==> src/hw/rtl/qh_pkg.sv <==
// Shared types, widths and state codes for the convex hull block.
`timescale 1ns / 1ps

package qh_pkg;

    localparam int COORD_WIDTH    = 16;
    localparam int DIFF_WIDTH     = COORD_WIDTH + 1;
    localparam int PROD_WIDTH     = 2 * DIFF_WIDTH;
    localparam int CROSS_WIDTH    = PROD_WIDTH + 1;
    localparam int MAX_POINTS_DEF = 1024;
    localparam int MAX_HULL_DEF   = 64;

    localparam logic [2:0] CLASS_NONE = 3'd4;

    typedef logic signed [COORD_WIDTH-1:0] coord_t;
    typedef logic signed [CROSS_WIDTH-1:0] cross_t;

    typedef struct packed {
        coord_t x_coord;
        coord_t y_coord;
        logic   last_point;
    } qh_point_t;

    typedef struct packed {
        coord_t hull_x;
        coord_t hull_y;
        logic   last_of_run;
        logic   hull_empty;
        logic   overflow;
    } qh_vertex_t;

    typedef struct packed {
        logic   start;
        coord_t a_x;
        coord_t a_y;
        coord_t b_x;
        coord_t b_y;
        coord_t p_x;
        coord_t p_y;
    } qh_xreq_t;

    typedef struct packed {
        logic   done;
        cross_t value;
    } qh_xrsp_t;

    typedef enum logic [2:0] {
        X_IDLE,
        X_MUL1,
        X_MUL2,
        X_SUB,
        X_DONE
    } qh_xphase_t;

    typedef enum logic [1:0] {
        PASS_MAX,
        PASS_LEFT,
        PASS_RIGHT
    } qh_pass_t;

    typedef enum logic [4:0] {
        ST_LOAD,
        ST_EXT_RD,
        ST_EXT_CMP,
        ST_CLS_RD,
        ST_CLS_GO,
        ST_CLS_WAIT,
        ST_LBL_RD,
        ST_LBL_CHK,
        ST_PUSH,
        ST_POP,
        ST_SEG_A,
        ST_SEG_B,
        ST_SEG_CHK,
        ST_SCAN_RD,
        ST_SCAN_PT,
        ST_SCAN_GO,
        ST_SCAN_WAIT,
        ST_COPY_RD,
        ST_COPY_WR,
        ST_PUSH_R,
        ST_PUSH_L,
        ST_OUT_INIT,
        ST_OUT_RD,
        ST_OUT_PT,
        ST_OUT_SEND
    } qh_state_t;

endpackage

==> src/hw/rtl/qh_cross.sv <==
// Shared cross product unit: one multiplier used twice, then a subtract.
`timescale 1ns / 1ps

module qh_cross (
    input  logic           clk,
    input  logic           rst_n,
    input  qh_pkg::qh_xreq_t req,
    output qh_pkg::qh_xrsp_t rsp
);
    import qh_pkg::*;

    qh_xphase_t ph_reg, ph_next;
    logic signed [DIFF_WIDTH-1:0] dx_reg, dy_reg, qx_reg, qy_reg;
    logic signed [DIFF_WIDTH-1:0] m_a, m_b;
    logic signed [PROD_WIDTH-1:0] mul, p1_reg, p2_reg;
    cross_t res_reg;
    logic take;

    assign take = req.start && (ph_reg == X_IDLE || ph_reg == X_DONE);

    always_comb
    begin
        ph_next = ph_reg;
        case (ph_reg)
            X_IDLE:  ph_next = take ? X_MUL1 : X_IDLE;
            X_MUL1:  ph_next = X_MUL2;
            X_MUL2:  ph_next = X_SUB;
            X_SUB:   ph_next = X_DONE;
            X_DONE:  ph_next = take ? X_MUL1 : X_IDLE;
            default: ph_next = X_IDLE;
        endcase
    end

    always_comb
    begin
        m_a = (ph_reg == X_MUL1) ? dx_reg : dy_reg;
        m_b = (ph_reg == X_MUL1) ? qy_reg : qx_reg;
        mul = m_a * m_b;
    end

    always_ff @(posedge clk or negedge rst_n)
    begin
        if (!rst_n)
            ph_reg <= X_IDLE;
        else
            ph_reg <= ph_next;
    end

    always_ff @(posedge clk)
    begin
        if (take)
        begin
            dx_reg <= DIFF_WIDTH'(req.b_x) - DIFF_WIDTH'(req.a_x);
            dy_reg <= DIFF_WIDTH'(req.b_y) - DIFF_WIDTH'(req.a_y);
            qx_reg <= DIFF_WIDTH'(req.p_x) - DIFF_WIDTH'(req.a_x);
            qy_reg <= DIFF_WIDTH'(req.p_y) - DIFF_WIDTH'(req.a_y);
        end
        if (ph_reg == X_MUL1)
            p1_reg <= mul;
        if (ph_reg == X_MUL2)
            p2_reg <= mul;
        if (ph_reg == X_SUB)
            res_reg <= CROSS_WIDTH'(p1_reg) - CROSS_WIDTH'(p2_reg);
    end

    assign rsp.done  = (ph_reg == X_DONE);
    assign rsp.value = res_reg;

endmodule

==> config.mk <==
export PLATFORM = sky130hd
export DESIGN_NAME = qh_cross
export DESIGN_NICKNAME = d
export VERILOG_FILES = /design/src/hw/rtl/qh_pkg.sv /design/src/hw/rtl/qh_cross.sv
export SDC_FILE = /design/constraint.sdc
export NUM_CORES = 1
export LEC_CHECK = 0
export ABC_AREA = 1
export BUFFER_PORTS_ARGS = -buffer_cell sky130_fd_sc_hd__buf_2
export CAP_MARGIN = 30
export CORE_MARGIN = 1.5
export CORE_UTILIZATION = 60
export DETAILED_ROUTE_END_ITERATION = 8
export PLACE_DENSITY = 0.79
export SYNTH_ARGS = -nofsm -noshare
export SYNTH_HDL_FRONTEND = slang
export SYNTH_SLANG_ARGS = --single-unit
==> constraint.sdc <==
create_clock -name clk -period 12.3 [get_ports clk]
set_clock_uncertainty 0.05 [all_clocks]
set_input_delay 2.46 -clock clk [delete_from_list [all_inputs] [get_ports clk]]
set_output_delay 2.46 -clock clk [all_outputs]
set_load 0.01 [all_outputs]
==> out/results.md <==
Logic synthesis
- **share of synthesized flip-flops with an asynchronous set or reset** 1.724%
- **share of the synthesized netlist area taken by xor and xnor gates** 3.161%
- **portion of netlist area occupied by mux cells** 0.08602%
- **synthesized netlist net count** 3430
- **synthesized flop and latch total** 174
- **share of synthesized cell area in and, or, nand and nor gates** 19.61%
- **dominant combinational cell family by area after synthesis** adder cells
- **synthesized instance count** 2847
- **Yosys warnings** 0
- **number of distinct library cells after synthesis** 37
- **arithmetic-cell share of the synthesized area counting full adders, half adders and majority gates** 35.73%
- **total standard cell area after synthesis** 23270 sq um
- **predominant post-synthesis flop cell** edfxtp_1
- **number of enable flip-flop cells after synthesis** 171
- **sequential share of the synthesized area** 22.39%
- **fraction of the mapped netlist area in compound gates** 6.774%
- **syn avg cell area** 8.174 sq um

Die
- **Floorplan Core Area** 37930 sq um
- **die area** 39980 sq um
- **total I/O pin count** 135
- **effective utilization at floorplan** 61.35%
- **vertical extent of the die** 199.9 um
- **Horiz. Die Dim** 199.9 um
- **number of rows in the core area** 71

GRT
- **antenna violations before repair** 0
- **GRT Overall Usage** 33.50%
- **number of global-route vias before repair** 19929
- **GR Overflow Total** 0
- **global-route wire length before repair** 101700 um
- **maximum number of pins on one net before global-route repair** 69

Placed design
- **number of buffers inserted by port buffering** 134
- **total instance count after detailed placement** 3467
- **HPWL after DPL** 53250 um
- **placed instance area** 24370 sq um
- **final weighted congestion of routability-driven global placement** 1.097

Clocking
- **CTS Root Buffer Type** clkbuf_16
- **H-Tree Level Count** 4
- **Reg clk slew, reported paths** 0.07 ns
- **Post-CTS Hold Buffers** 0
- **CTS tree** done
- **Worst-Skew Late Latency** 0.44 ns
- **Post CTS Setup Buffer Count** 0
- **post-cts resize count** 0
- **number of clock sinks seen by CTS** 174
- **clock buffer count from CTS** 17
- **maximum clock insertion buffer count** 2

Drt
- **total iterations of the first detailed-routing run** 6
- **wire length per cell after detailed routing** 17.87 um
- **max layer used** met4
- **antenna-violating nets left** 0
- **vias after detailed routing** 19237
- **DRC violations left** 0
- **via density per instance** 5.498
- **final wirelength** 62510 um
- **violation count after the first detailed-route iteration** 1482
- **total length of routed met3 wires** 5477 um
- **met2 wirelength from detailed routing** 29630 um
- **Met1 Routed Length** 24650 um

Critical path
- **critical path data required time** 12.44 ns
- **endpoint arrival time on the critical path** 8.25 ns
- **startpoint-to-endpoint class of the critical path** register to register
- **Critical Path End Type** register
- **Crit Path Max Fanout** 63
- **crit path launch type** register

Final layout
- **fin cells** 3499
- **Final Net Count** 3558
- **Diodes inserted** 0
- **flip-flop count of the largest register after layout** 35
- **post-route design area** 24980 sq um
- **Syn-to-layout area delta** 7.344%
- **layout cells sized above 1** 8.066%

Outcome
- **outcome** completed

Timing
- **maximum frequency from static timing analysis** 123.2 MHz
- **final max-slew violation count** 0
- **Final Hold Vio Count** 0
- **setup_tns** 0 ns
- **Worst-Margin Slew** 0.9576 ns
- **fin crit share** 65.98%
- **headroom to the max-slew limit** 36.16%
- **RSZ-0062 raised after global routing** false
- **clock period minus final worst setup slack** 8.115 ns
- **final setup violation count** 0
- **worst hold slack** 0.5759 ns

Hold path
- **HP Class** register to register

Flow run
- **max-cap violations** 0

## cell families after synthesis
family / Yosys count
xor+xnor: 84
fa+ha+maj: 484
mux: 2
compound gates: 254
simple gates: 1134
buf+inv: 715
flops: 174
## final timing paths
| kind | to | slack (ns) | from | cells past startpoint |
|---|---|---|---|---|
| worst min-delay path | ph_reg[2]$_DFF_PN0_ | 0.58 | ph_reg[2]$_DFF_PN0_ | 1 |
| min in group asynchronous | ph_reg[1]$_DFF_PN0_ | 1.75 | rst_n | 1 |
| worst max-delay path | p1_reg[29]$_DFFE_PP_ | 4.18 | ph_reg[2]$_DFF_PN0_ | 22 |
| worst min register to register | ph_reg[2]$_DFF_PN0_ | 0.58 | ph_reg[2]$_DFF_PN0_ | 1 |
| worst max register to register | p1_reg[29]$_DFFE_PP_ | 4.18 | ph_reg[2]$_DFF_PN0_ | 22 |
| max in group asynchronous | ph_reg[0]$_DFF_PN0_ | 10.35 | rst_n | 1 |
## area by class of cell
cell class / instances / area, sq um
multi-input cells: 1958 / 15230
inverters: 682 / 2562
flip-flops and latches: 174 / 5210
clock inverters: 13 / 176.4
clock buffers: 19 / 432.9
well taps: 511 / 639.4
fillers: 3194 / 12950
repair buffers: 142 / 730.7
## metal layers
| metal | up-vias | GRT usage, % |
|---|---|---|
| met5 | - | 0 |
| li1 | 8983 | - |
| met2 | 882 | 57.06 |
| met4 | 0 | 14.34 |
| met3 | 167 | 6.183 |
| met1 | 9205 | 41.93 |
## layout by cell type (no fill, tap or decap), drive strengths merged, types with 8 or more instances in the layout
cell type and n:
xnor2 16, inv 688, nand2 670, xor2 68, nand3b 8, a21oi 128, o31ai 10, clkbuf 19
o21bai 11, o21ai 92, fa 301, nor3 30, nand3 102, buf 142, nor2 290, ha 183
edfxtp 171, nand4 27
## metrics by stage
stage               util (%)  worst slack (ns)
finish                 65.86             4.185
global route           65.86             3.788
CTS                    65.86             4.265
detailed placement     64.25             4.294
global placement       64.25             4.490
floorplan                  -             5.121
## cell usage after synthesis (3+ instances only)
master      n  area, sq um
nand3b_1    8        60.06
o21bai_1   11        82.58
dfrtp_1     3        75.07
nor2_2      3        18.77
buf_2       8        40.04
nand3_1   102        510.5
inv_2      24        90.09
xor2_1     68        595.6
a21o_1      4        30.03
fa_1      301         6026
inv_1     657         2466
nor3_1     29        145.1
o21ai_4    14        227.7
or2_2       4        25.02
o21ai_0    60        300.3
buf_6      18        202.7
nand4_1    27        168.9
buf_4       5        37.54
o31ai_1    10        75.07
edfxtp_1  171         5135
xnor2_1    16        140.1
ha_1      183         2290
nor2_1    286         1074
a21boi_0    3        22.52
o21ai_2    18        157.7
a21oi_1   128        640.6
a31oi_1     4        25.02
nand2_1   670         2515
## critical path: stages, from the launching register on
cell and delay (ns):
dfrtp_1 0.47, nor3_4 0.19, buf_4 0.47, inv_4 0.44, o21ai_2 0.62, inv_2 0.23
nor2_1 0.27, fa_1 0.64, fa_1 0.89, inv_1 0.12, fa_1 0.50, fa_1 0.56
fa_1 0.43, fa_1 0.49, inv_1 0.04, ha_1 0.33, nand2_1 0.11, nor2_1 0.23
nand2_1 0.13, nor3_1 0.20, nand2_1 0.18, nand4_1 0.11, nand2_1 0.07
Power is left out: the tool's default activity adds up to more than one toggle a clock period on the data nets, which glitch-free logic cannot reach.
